--- src/rtl/elevation_color_ramp_defines.svh ---
// Assertion macros shared by the elevation color ramp RTL.
// Expects clk and rst_n to be visible where a macro is used.
`ifndef ELEVATION_COLOR_RAMP_DEFINES_SVH
`define ELEVATION_COLOR_RAMP_DEFINES_SVH

// Same-cycle implication, off while reset is held.
`define ECR_CHECK_IMPLY(lbl, ante, cons) \
  lbl: assert property (@(posedge clk) disable iff (!rst_n) (ante) |-> (cons)) \
    else $error("elevation_color_ramp: same-cycle check failed");

// Next-cycle implication, off while reset is held.
`define ECR_CHECK_NEXT(lbl, ante, cons) \
  lbl: assert property (@(posedge clk) disable iff (!rst_n) (ante) |=> (cons)) \
    else $error("elevation_color_ramp: next-cycle check failed");

`endif

--- src/rtl/ecr_pkg.sv ---
// Constants, register codes and shared types for the elevation color ramp.
// No dependencies; used by elevation_color_ramp.
package ecr_pkg;

  localparam int MAX_KNOTS  = 6;
  localparam int KNOT_SLOTS = 6;
  localparam int FRAC_BITS  = 8;

  localparam int CH_W      = 8;
  localparam int DZ_W      = 16;
  localparam int ELEV_FRAC = 4;
  localparam int ELEV_W    = 21;
  localparam int KNOT_W    = ELEV_W + 3 * CH_W;
  localparam int KCNT_W    = 3;
  localparam int CFG_IDX_W = 3;
  localparam int LAST_W    = $clog2(MAX_KNOTS);
  localparam int SEG_W     = $clog2(KNOT_SLOTS);
  localparam int DIFF_W    = ELEV_W + 1;
  localparam int DIV_W     = ELEV_W;

  localparam logic [CH_W:0] FLOOD_ADD  = (CH_W + 1)'(90);
  localparam logic [CH_W:0] CHAN_LIMIT = (CH_W + 1)'(255);

  localparam logic signed [DZ_W-1:0] FLOOD_BLUE_BELOW  = DZ_W'(10);
  localparam logic signed [DZ_W-1:0] FLOOD_GREEN_BELOW = DZ_W'(50);
  localparam logic signed [DZ_W-1:0] FLOOD_RED_BELOW   = DZ_W'(100);

  localparam logic [KCNT_W-1:0]      KNOT_COUNT_RESET = KCNT_W'(6);
  localparam logic signed [DZ_W-1:0] FALLBACK_RESET   = -DZ_W'(10);

  typedef enum logic [CFG_IDX_W-1:0] {
    REG_KNOT_COUNT = 3'd0,
    REG_KNOT_0     = 3'd1,
    REG_KNOT_1     = 3'd2,
    REG_KNOT_2     = 3'd3,
    REG_KNOT_3     = 3'd4,
    REG_KNOT_4     = 3'd5,
    REG_KNOT_5     = 3'd6,
    REG_FALLBACK   = 3'd7
  } cfg_reg_t;

  // Channel 0 blue, 1 green, 2 red (matches knot packing).
  typedef logic [2:0][CH_W-1:0] rgb_t;

endpackage

--- src/rtl/elevation_color_ramp.sv ---
// Elevation color ramp: per pixel heat-map color and flood-tinted source pixel.
// Depends on ecr_pkg and elevation_color_ramp_defines.svh.
//
// Usage:
//   Input channel (in_valid / in_stall): one item per pixel with a signed
//   elevation, a grid flag and a BGR source pixel. Output channel
//   (out_valid / out_stall): one item per input item, ramp color plus
//   tinted source color, in input order.
//   Config channel (cfg_valid / cfg_ready): register index and data; always
//   ready. Write only while no item is in flight.
// Timing:
//   Stages: compare, knot select, clamp, one stage per quotient bit of the
//   fraction divider, and the blend multiply. Throughput is one item per
//   cycle while out_stall is low; each divider stage resolves one fraction
//   bit with one compare and subtract.
// Stall:
//   Every stage carries a valid bit; a stage advances when it is empty or its
//   successor advances, so bubbles are squeezed out and the block keeps
//   accepting items until every stage holds one. The output register holds
//   its item while out_stall is high.
// Reset:
//   rst_n (synchronous) empties the pipeline and loads register defaults:
//   six knots, all knots zero, fallback elevation -10.
`include "elevation_color_ramp_defines.svh"

module elevation_color_ramp (
  input  logic                                    clk,
  input  logic                                    rst_n,
  // input channel
  input  logic                                    in_valid,
  output logic                                    in_stall,
  input  logic signed [ecr_pkg::DZ_W-1:0]         in_elevation,
  input  logic                                    in_in_grid,
  input  logic [ecr_pkg::CH_W-1:0]                in_src_blue,
  input  logic [ecr_pkg::CH_W-1:0]                in_src_green,
  input  logic [ecr_pkg::CH_W-1:0]                in_src_red,
  // output channel
  output logic                                    out_valid,
  input  logic                                    out_stall,
  output logic [ecr_pkg::CH_W-1:0]                out_heat_blue,
  output logic [ecr_pkg::CH_W-1:0]                out_heat_green,
  output logic [ecr_pkg::CH_W-1:0]                out_heat_red,
  output logic [ecr_pkg::CH_W-1:0]                out_flood_blue,
  output logic [ecr_pkg::CH_W-1:0]                out_flood_green,
  output logic [ecr_pkg::CH_W-1:0]                out_flood_red,
  // configuration channel
  input  logic                                    cfg_valid,
  output logic                                    cfg_ready,
  input  logic [ecr_pkg::CFG_IDX_W-1:0]           cfg_index,
  input  logic [ecr_pkg::KNOT_W-1:0]              cfg_data
);

  localparam int FB   = ecr_pkg::FRAC_BITS;
  localparam int NSTG = FB + 4;             // A, B, clamp, FB divider steps, blend
  localparam int CW   = ecr_pkg::CH_W;
  localparam int KS   = ecr_pkg::KNOT_SLOTS;
  localparam int EW   = ecr_pkg::ELEV_W;
  localparam int DW   = ecr_pkg::DIFF_W;
  localparam int VW   = ecr_pkg::DIV_W;
  localparam int PW   = CW + FB + 1;        // blend product width

  // Stage A: elevation in Q16.4, knot compares, clamped last-knot index.
  typedef struct packed {
    logic signed [EW-1:0]           z;
    logic [KS-1:0]                  lt;
    logic [ecr_pkg::LAST_W-1:0]     last;
    ecr_pkg::rgb_t                  flood;
  } stage_a_t;

  // Stage B: segment chosen, span and offset taken.
  typedef struct packed {
    logic signed [DW-1:0]           span;
    logic signed [DW-1:0]           off;
    ecr_pkg::rgb_t                  ca;
    ecr_pkg::rgb_t                  cb;
    logic                           flat;
    ecr_pkg::rgb_t                  flood;
  } stage_b_t;

  // Clamp and divider stages: restoring division, one quotient bit a stage.
  typedef struct packed {
    logic [VW-1:0]                  rem;
    logic [VW-1:0]                  dvs;
    logic [FB-1:0]                  q;
    ecr_pkg::rgb_t                  ca;
    ecr_pkg::rgb_t                  cb;
    logic                           flat;
    ecr_pkg::rgb_t                  flood;
  } div_t;

  // ---------------------------------------------------------------------
  // Configuration registers
  // ---------------------------------------------------------------------
  logic [ecr_pkg::KCNT_W-1:0]         knot_count_r;
  logic [ecr_pkg::KNOT_W-1:0]         knot_r [KS];
  logic signed [ecr_pkg::DZ_W-1:0]    fallback_r;

  assign cfg_ready = 1'b1;

  always_ff @(posedge clk) begin
    if (!rst_n) begin
      knot_count_r <= ecr_pkg::KNOT_COUNT_RESET;
      fallback_r   <= ecr_pkg::FALLBACK_RESET;
      for (int k = 0; k < KS; k++) begin
        knot_r[k] <= '0;
      end
    end else if (cfg_valid && cfg_ready) begin
      priority if (cfg_index == ecr_pkg::REG_KNOT_COUNT) begin
        knot_count_r <= cfg_data[ecr_pkg::KCNT_W-1:0];
      end else if (cfg_index == ecr_pkg::REG_FALLBACK) begin
        fallback_r <= cfg_data[ecr_pkg::DZ_W-1:0];
      end else begin
        knot_r[ecr_pkg::SEG_W'(cfg_index - 1'b1)] <= cfg_data;
      end
    end
  end

  // Unpack knots: elevation in the top bits, BGR in the low 24.
  logic signed [EW-1:0] kelev [KS];
  ecr_pkg::rgb_t        kcol  [KS];

  always_comb begin
    for (int k = 0; k < KS; k++) begin
      kelev[k] = knot_r[k][ecr_pkg::KNOT_W-1 -: EW];
      kcol[k]  = knot_r[k][3*CW-1:0];
    end
  end

  // ---------------------------------------------------------------------
  // Pipeline flow control
  // ---------------------------------------------------------------------
  logic [NSTG-1:0] vld_r;
  logic [NSTG-1:0] rdy;

  // A stage may load when the output drains or any stage from it onward is empty.
  always_comb begin
    for (int k = 0; k < NSTG; k++) begin
      rdy[k] = !out_stall || !(&(vld_r | NSTG'((1 << k) - 1)));
    end
  end

  assign in_stall  = !rdy[0];
  assign out_valid = vld_r[NSTG-1];

  always_ff @(posedge clk) begin
    if (!rst_n) begin
      vld_r <= '0;
    end else begin
      if (rdy[0]) begin
        vld_r[0] <= in_valid;
      end
      for (int k = 1; k < NSTG; k++) begin
        if (rdy[k]) begin
          vld_r[k] <= vld_r[k-1];
        end
      end
    end
  end

  // ---------------------------------------------------------------------
  // Stage A: fallback select, knot compares, flood tint
  // ---------------------------------------------------------------------
  function automatic logic [CW-1:0] tint(input logic [CW-1:0] c, input logic on);
    logic [CW:0] s;
    s = {1'b0, c} + ecr_pkg::FLOOD_ADD;
    tint = (on && (s < ecr_pkg::CHAN_LIMIT)) ? s[CW-1:0] : c;
  endfunction

  stage_a_t a_nxt, a_r;

  always_comb begin
    logic signed [ecr_pkg::DZ_W-1:0] dz;
    logic tb, tg, tr;
    int   cnt;
    dz = in_in_grid ? in_elevation : fallback_r;
    // Scale meters to Q16.4 and sign-extend to the knot width.
    a_nxt.z = {{(EW - ecr_pkg::DZ_W - ecr_pkg::ELEV_FRAC){dz[ecr_pkg::DZ_W-1]}},
               dz, {ecr_pkg::ELEV_FRAC{1'b0}}};
    for (int k = 0; k < KS; k++) begin
      a_nxt.lt[k] = a_nxt.z < kelev[k];
    end
    // Clamp the knot count into 2..MAX_KNOTS.
    cnt = int'(knot_count_r);
    if (cnt < 2) begin
      cnt = 2;
    end
    if (cnt > ecr_pkg::MAX_KNOTS) begin
      cnt = ecr_pkg::MAX_KNOTS;
    end
    a_nxt.last = ecr_pkg::LAST_W'(cnt - 1);
    // Flood bands are exclusive: blue wins, then green, then red.
    tb = dz < ecr_pkg::FLOOD_BLUE_BELOW;
    tg = !tb && (dz < ecr_pkg::FLOOD_GREEN_BELOW);
    tr = !tb && !tg && (dz < ecr_pkg::FLOOD_RED_BELOW);
    a_nxt.flood[0] = tint(in_src_blue,  tb);
    a_nxt.flood[1] = tint(in_src_green, tg);
    a_nxt.flood[2] = tint(in_src_red,   tr);
  end

  // ---------------------------------------------------------------------
  // Stage B: pick segment, fetch its knots, take span and offset
  // ---------------------------------------------------------------------
  stage_b_t b_nxt, b_r;

  always_comb begin
    logic [ecr_pkg::SEG_W-1:0] pick;
    logic                      flat;
    logic signed [EW-1:0]      e0, e1;
    ecr_pkg::rgb_t             ca, cb;
    int                        nk;
    pick = '0;
    flat = 1'b0;
    if (a_r.lt[0]) begin
      // below the first knot: first color
      flat = 1'b1;
    end else if (!a_r.lt[a_r.last]) begin
      // at or above the last knot in use: last color
      pick = ecr_pkg::SEG_W'(a_r.last);
      flat = 1'b1;
    end else begin
      pick = ecr_pkg::SEG_W'(a_r.last - 1'b1);
      for (int x = KS - 2; x >= 0; x--) begin
        if ((x < int'(a_r.last)) && a_r.lt[x+1]) begin
          pick = ecr_pkg::SEG_W'(x);
        end
      end
    end
    e0 = kelev[0];
    e1 = kelev[0];
    ca = kcol[0];
    cb = kcol[0];
    nk = 0;
    for (int k = 0; k < KS; k++) begin
      nk = (k + 1 < KS) ? k + 1 : k;
      if (pick == ecr_pkg::SEG_W'(k)) begin
        e0 = kelev[k];
        ca = kcol[k];
        e1 = kelev[nk];
        cb = kcol[nk];
      end
    end
    b_nxt.span  = {e1[EW-1], e1} - {e0[EW-1], e0};
    b_nxt.off   = {a_r.z[EW-1], a_r.z} - {e0[EW-1], e0};
    b_nxt.ca    = ca;
    b_nxt.cb    = flat ? ca : cb;
    b_nxt.flat  = flat;
    b_nxt.flood = a_r.flood;
  end

  // ---------------------------------------------------------------------
  // Clamp stage: offset into [0, span-1]; non-positive span gives f = 0
  // ---------------------------------------------------------------------
  div_t c_nxt;
  div_t st_r [FB+1];

  always_comb begin
    logic                 span_pos;
    logic signed [DW-1:0] off_c;
    span_pos = !b_r.span[DW-1] && (b_r.span != '0);
    off_c    = b_r.off;
    if (off_c[DW-1]) begin
      off_c = '0;
    end
    if (span_pos && (off_c >= b_r.span)) begin
      off_c = b_r.span - DW'(1);
    end
    c_nxt.rem   = off_c[VW-1:0];
    c_nxt.dvs   = b_r.span[VW-1:0];
    c_nxt.q     = '0;
    c_nxt.ca    = b_r.ca;
    c_nxt.cb    = b_r.cb;
    c_nxt.flat  = b_r.flat || !span_pos;
    c_nxt.flood = b_r.flood;
  end

  // ---------------------------------------------------------------------
  // Divider stages: shift remainder, compare, subtract, shift in a bit
  // ---------------------------------------------------------------------
  div_t step_nxt [FB];

  always_comb begin
    logic [VW:0] r2;
    logic        ge;
    for (int j = 0; j < FB; j++) begin
      r2 = {st_r[j].rem, 1'b0};
      ge = r2 >= {1'b0, st_r[j].dvs};
      step_nxt[j]     = st_r[j];
      step_nxt[j].rem = ge ? VW'(r2 - {1'b0, st_r[j].dvs}) : r2[VW-1:0];
      step_nxt[j].q   = {st_r[j].q[FB-2:0], ge};
    end
  end

  // ---------------------------------------------------------------------
  // Blend stage: c_x * (1 - f) + c_x+1 * f, truncated
  // ---------------------------------------------------------------------
  ecr_pkg::rgb_t heat_nxt, heat_r, flood_r;

  always_comb begin
    logic [FB-1:0] f;
    logic [FB:0]   one_m;
    logic [PW-1:0] sum;
    f     = st_r[FB].flat ? '0 : st_r[FB].q;
    one_m = (FB + 1)'(1 << FB) - {1'b0, f};
    for (int c = 0; c < 3; c++) begin
      sum = PW'(st_r[FB].ca[c]) * PW'(one_m) + PW'(st_r[FB].cb[c]) * PW'(f);
      heat_nxt[c] = sum[FB +: CW];
    end
  end

  // ---------------------------------------------------------------------
  // Payload registers: load on advance, hold otherwise
  // ---------------------------------------------------------------------
  always_ff @(posedge clk) begin
    if (rdy[0]) begin
      a_r <= a_nxt;
    end
    if (rdy[1]) begin
      b_r <= b_nxt;
    end
    if (rdy[2]) begin
      st_r[0] <= c_nxt;
    end
    for (int j = 0; j < FB; j++) begin
      if (rdy[3+j]) begin
        st_r[j+1] <= step_nxt[j];
      end
    end
    if (rdy[NSTG-1]) begin
      heat_r  <= heat_nxt;
      flood_r <= st_r[FB].flood;
    end
  end

  assign out_heat_blue   = heat_r[0];
  assign out_heat_green  = heat_r[1];
  assign out_heat_red    = heat_r[2];
  assign out_flood_blue  = flood_r[0];
  assign out_flood_green = flood_r[1];
  assign out_flood_red   = flood_r[2];

  // ---------------------------------------------------------------------
  // Checks
  // ---------------------------------------------------------------------
  // An empty output register leaves room all the way back to the input.
  `ECR_CHECK_IMPLY(a_empty_out_takes_input, !vld_r[NSTG-1], !in_stall)
  // An accepted item lands in the first stage.
  `ECR_CHECK_NEXT(a_accept_lands, in_valid && !in_stall, vld_r[0])
  // Clamp leaves the dividend below the divisor for a live segment.
  `ECR_CHECK_IMPLY(a_clamp_below_span, vld_r[2] && !st_r[0].flat, st_r[0].rem < st_r[0].dvs)
  // The remainder stays below the divisor through the last step.
  `ECR_CHECK_IMPLY(a_div_rem_bound, vld_r[NSTG-2] && !st_r[FB].flat,
                   st_r[FB].rem < st_r[FB].dvs)

endmodule

--- config.mk ---
export PLATFORM = sky130hd
export DESIGN_NAME = elevation_color_ramp
export DESIGN_NICKNAME = d
export VERILOG_FILES = /design/src/rtl/ecr_pkg.sv /design/src/rtl/elevation_color_ramp.sv
export VERILOG_INCLUDE_DIRS = /design/src /design/src/rtl
export SDC_FILE = /design/constraint.sdc
export NUM_CORES = 2
export LEC_CHECK = 0
export ABC_AREA = 1
export BUFFER_PORTS_ARGS = -buffer_cell sky130_fd_sc_hd__buf_2
export CAP_MARGIN = 20
export CORE_UTILIZATION = 43
export DETAILED_ROUTE_END_ITERATION = 10
export PLACE_DENSITY = 0.72
export REMOVE_ABC_BUFFERS = 1
export SLEW_MARGIN = 20
export SYNTH_ARGS = -nofsm -noshare
export SYNTH_HDL_FRONTEND = slang
export SYNTH_SLANG_ARGS = --single-unit
--- constraint.sdc ---
create_clock -name clk -period 39.1 [get_ports clk]
set_input_delay 7.82 -clock clk [delete_from_list [all_inputs] [get_ports clk]]
set_output_delay 7.82 -clock clk [all_outputs]
set_load 0.01 [all_outputs]
==> flow_results.org <==
** Run status
- The run finished with clean final reports.

** Synthesis
- Area fraction in and, or, nand and nor cells after synthesis :: 10.66%
- Yosys warnings :: 0
- Share of the synthesized area in compound gates (AO/OA/AOI/OAI) :: 7.827%
- Post-synth EDFFs :: 1,513
- After Yosys synthesis, full adders, half adders and majority gates account for 15.67% of the synthesized area.
- Counting every instance in the synthesized netlist gives 7,210.
- Among all flip-flop cells after synthesis, the most frequent one is sky130_fd_sc_hd__edfxtp_1.
- Of the total synthesized cell area, the portion taken by XOR and XNOR cells is under 10%.
- The portion of synthesized area spent on multiplexers is less than 1%.
- Portion of the post-synthesis area used by sequential elements :: 56.83%
- Yosys mapped the design onto 65 distinct sky130hd cell types.
- The mapped netlist covers a little over 80,000 um2.
- Each instance of the synthesized netlist takes up on average around 11 um2.
- After synthesis the netlist holds a flip-flop and latch count of around 1,500.
- For this run, asynchronously set or reset flops after synthesis account for 0%.
- After synthesis, the largest family of logic cells by area is adder cells.

** Global routing
- The via count of the first global-routing pass is 51,975.
- The first global-routing pass estimated between 200,000 and 300,000 um of wire.
- Global routing used 18.84% of the available tracks.
- Entering global routing, the biggest net connects 104 pins.
- The number of antenna violations at the first check in global routing was 5.
- Global routing finished with a remaining overflow of 0.

** Final layout
- Utilization after layout :: slightly below 50%
- Layout cell share with drive strength beyond 1 :: under 10%
- At the end of the flow, the number of nets in the layout was about 8,300.
- Number of non-filler instances in the completed layout :: between 9,000 and 10,000
- Area Growth Syn to Fin :: 10.92%
- Number of fillers in the final layout :: between 15,000 and 20,000
- The number of antenna diodes in the final layout is 0.
- Summed area of non-filler cells in the final layout :: roughly 90,000 um2

** Critical path
- Reg2Reg Capture Point :: out_heat_green[7]
- The critical path goes through buf_2 > nand2_4 > nor2_1 > clkinv_2 > nor2_1 > inv_4 > nor2_1 > inv_4 > nor2_1 > inv_4 > nor2_1 > inv_4 > nor2_1 > inv_4 > nor2_1 > inv_4 > nor2_1 > buf_4 > nand2_4 > nor2_1 > inv_4 > nor2_1 > buf_2.
- Counting stages on the worst path, the most repeated cell is sky130_fd_sc_hd__nor2_1.
- Across all register-to-register paths, the minimum setup slack is 29,870 ps.
- STA classifies the critical path startpoint as an input port.
- Critical path peak fanout :: 65
- Type of the setup path with the least slack :: in -> out
- STA classifies the critical path endpoint as an output pin.
- Kind of cell adding the most delay to the critical path :: buffers and inverters
- STA puts the critical path data arrival time at roughly 14,000 ps.
- For this run, the slowest stage of the critical path takes 600 ps.
- Source of the critical timing path :: out_stall
- Measured in cells, the most critical reg-to-reg path has a length of 33.
- Data required time at the worst endpoint :: ~31,000 ps
- The worst register-to-register path begins at st_r[0][1008].
- Crit-path slowest cell :: sky130_fd_sc_hd__nand2_4
- The number of buffers and inverters on the critical path is 11.

** Drt
- Using the TritonRoute via totals, the vias-per-cell ratio works out to 5.191.
- For this run, design rule violations remaining after detail routing come to 0.
- Remaining antenna violation count after routing :: 0
- Detailed Route WL :: between 150,000 and 200,000 um
- Summing over every cut layer, the via total after detailed routing is approximately 52,000.
- Pre-antenna DRT Iters :: 6
- Routed wirelength normalized by instance count :: roughly 18 um
- After the first detailed-routing iteration, the DRC count stood at between 4,000 and 5,000.

** Timing
- Setup repair after global routing missed its margin :: false
- Headroom to the max-slew limit came out at roughly 29%.
- The final max-slew violation count is 0.
- The number of hold-slack violations in the final timing report was 0.
- Final period utilization :: a little under three fifths
- Once routing completed, OpenROAD measured the worst setup slack at 16,790 ps.
- Layout Skew :: 61.31 ps
- Final min period :: about 22,000 ps
- Setup violations remaining at the end of the flow were counted as 0.
- Max Freq :: about 45 MHz
- For the pin with the worst max-slew slack, the measured transition is approximately 1100 ps.

** Die
- Placeable core region :: ~190,000 um2
- From left edge to right edge, the die measures between 400 and 500 um.
- Effective utilization at floorplan :: 43.52%
- Number of core rows :: ~160
- Die ar. :: about 190,000 um2
- Height of the chip :: roughly 440 um
- Pin placement for this block handled ~150 I/O pins.

** Clock network
- Clock sink count :: 1,544
- TritonCTS built the clock tree.
- After clock tree synthesis, the clock-pin slew on the worst setup and hold paths is 60 ps.
- Clock tree synthesis selected as its root buffer the cell sky130_fd_sc_hd__clkbuf_16.
- CTS Buf Count :: around 160
- Count of H-tree levels built during CTS :: 4
- Hold buffers post-CTS :: 0
- Maximum buffer depth of the clock tree :: 3
- Latest clock arrival within the worst-skew pair :: just over 800 ps
- PostCTS Resize Cnt :: 0
- The number of setup buffers added after CTS is 0.

** Placed design
- After legalization and detailed placement, the total HPWL measured roughly 130,000 um.
- Setup slack at placement :: around 17,000 ps
- Post-placement cell area :: roughly 85,000 um2
- Number of buffer cells added on primary ports :: 143
- Placed cell count :: between 9,000 and 10,000
- Routability-driven placement finished with a final weighted congestion of roughly 0.96.

** Run
- The tool flagged a number of max-cap violations equal to 0.

** Min path
- The worst hold path passes through 0 cells.
- HP Start :: st_r[0][897]
- End point of the most critical hold path :: st_r[0][1020]
- The path class of the tightest hold or removal check is reg -> reg.
==> per-stage QoR <==
stage          setup TNS [ps]  hold slack (ps)
2_1_floorplan          -28.99            400.3
3_3_place_gp                0            402.5
3_5_place_dp                0            404.5
4_1_cts                     0            355.4
5_1_grt                     0            370.8
6_report                    0            367.5
==> logic make-up (layout without fill, tap and decap cells) <==
group,count (synthesis),after routing
simple gates,2139,2139
flops,1544,1544
buf+inv,1374,1672
compound gates,1089,1089
fa+ha+maj,830,830
xor+xnor,228,228
mux,5,5
other cells,1,1
==> registers in the layout, summed over array words and instances, names as in the netlist <==
name,flops
st_r,1029
knot_r,270
b_r,117
a_r,49
fallback_r,16
vld_r,12
out_flood_blue,8
out_flood_green,8
out_flood_red,8
out_heat_blue,8
out_heat_green,8
out_heat_red,8
knot_count_r,3
==> cell type report <==
class / count / area [um2] / area share (%)
clock buffers: 196 / 4207 / 4.680
clock inverters: 95 / 1081 / 1.203
inverters: 1177 / 4447 / 4.947
multi-input cells: 4292 / 29820 / 33.17
flip-flops and latches: 1544 / 46050 / 51.24
well taps: 2480 / 3103 / 3.452
repair buffers: 204 / 1177 / 1.310
==> layout by cell type, fill, tap and decap left out, types with 29 or more instances in the layout <==
master / netlist / layout
sky130_fd_sc_hd__a211oi_1: 32 / 32
sky130_fd_sc_hd__a21oi_1: 456 / 456
sky130_fd_sc_hd__a31oi_1: 45 / 45
sky130_fd_sc_hd__buf_2: 24 / 143
sky130_fd_sc_hd__buf_4: 5 / 60
sky130_fd_sc_hd__clkbuf_16: 0 / 158
sky130_fd_sc_hd__clkinv_1: 7 / 32
sky130_fd_sc_hd__clkinv_2: 0 / 29
sky130_fd_sc_hd__dfxtp_1: 31 / 31
sky130_fd_sc_hd__edfxtp_1: 1513 / 1513
sky130_fd_sc_hd__fa_1: 308 / 308
sky130_fd_sc_hd__ha_1: 522 / 522
sky130_fd_sc_hd__inv_1: 1155 / 1145
sky130_fd_sc_hd__nand2_1: 1018 / 1011
sky130_fd_sc_hd__nand3_1: 120 / 120
sky130_fd_sc_hd__nand4_1: 47 / 47
sky130_fd_sc_hd__nor2_1: 835 / 833
sky130_fd_sc_hd__nor3_1: 41 / 40
sky130_fd_sc_hd__o211ai_1: 41 / 41
sky130_fd_sc_hd__o21ai_0: 285 / 284
sky130_fd_sc_hd__o221ai_1: 54 / 54
sky130_fd_sc_hd__o22ai_1: 34 / 34
sky130_fd_sc_hd__xnor2_1: 110 / 110
sky130_fd_sc_hd__xor2_1: 118 / 118
==> routing by layer <==
metal / GRT usage [%] / share of wire, % / wire [um] / vias up
met5: 0 / 0 / 0 / -
met4: 9.660 / 5.2 / 9351 / 0
met3: 3.283 / 7.8 / 14070 / 484
met2: 31.96 / 48 / 86810 / 2148
met1: 23.01 / 39 / 70310 / 24520
li1: - / - / - / 24697
==> worst max-delay path by stage <==
stage / to / cells past startpoint
2_1_floorplan: in_stall / 20
3_3_place_gp: in_stall / 23
3_5_place_dp: in_stall / 23
4_1_cts: in_stall / 23
5_1_grt: in_stall / 23
6_report: in_stall / 23
==> cell usage after synthesis (all sizes together), types with 2 or more instances <==
cell type  count  share of area, %
ha           522               8.1
o2111ai       25              0.27
o21ai        306               1.9
xor2         118               1.3
clkinv         7             0.032
a21oi        459               2.8
o41ai          4             0.043
clkbuf       143              0.67
inv         1170               5.4
xnor2        110               1.2
edfxtp      1513                56
o21bai        12              0.11
o221a          2             0.028
or3            3             0.023
buf           54              0.35
o221ai        54              0.58
nand4         47              0.36
o31ai          7             0.065
a21o          10             0.093
a21boi        13              0.12
dfxtp         31              0.77
a22oi         17              0.16
nor2         843               4.0
a2111oi        3             0.032
fa           308               7.6
a221oi        10              0.11
a211oi        36              0.36
nand2       1039               4.9
o22ai         34              0.26
mux2i          3             0.037
nand3b         2             0.019
nor4          19              0.15
a31oi         45              0.35
nor3          42              0.27
mux2           2             0.028
nand3        126              0.82
o21a           8             0.074
or2           14              0.11
o211ai        41              0.38
nor4b          3             0.032
Power is not shown: default switching activity piles up to over one toggle a cycle in this logic, so the estimate is an artifact.
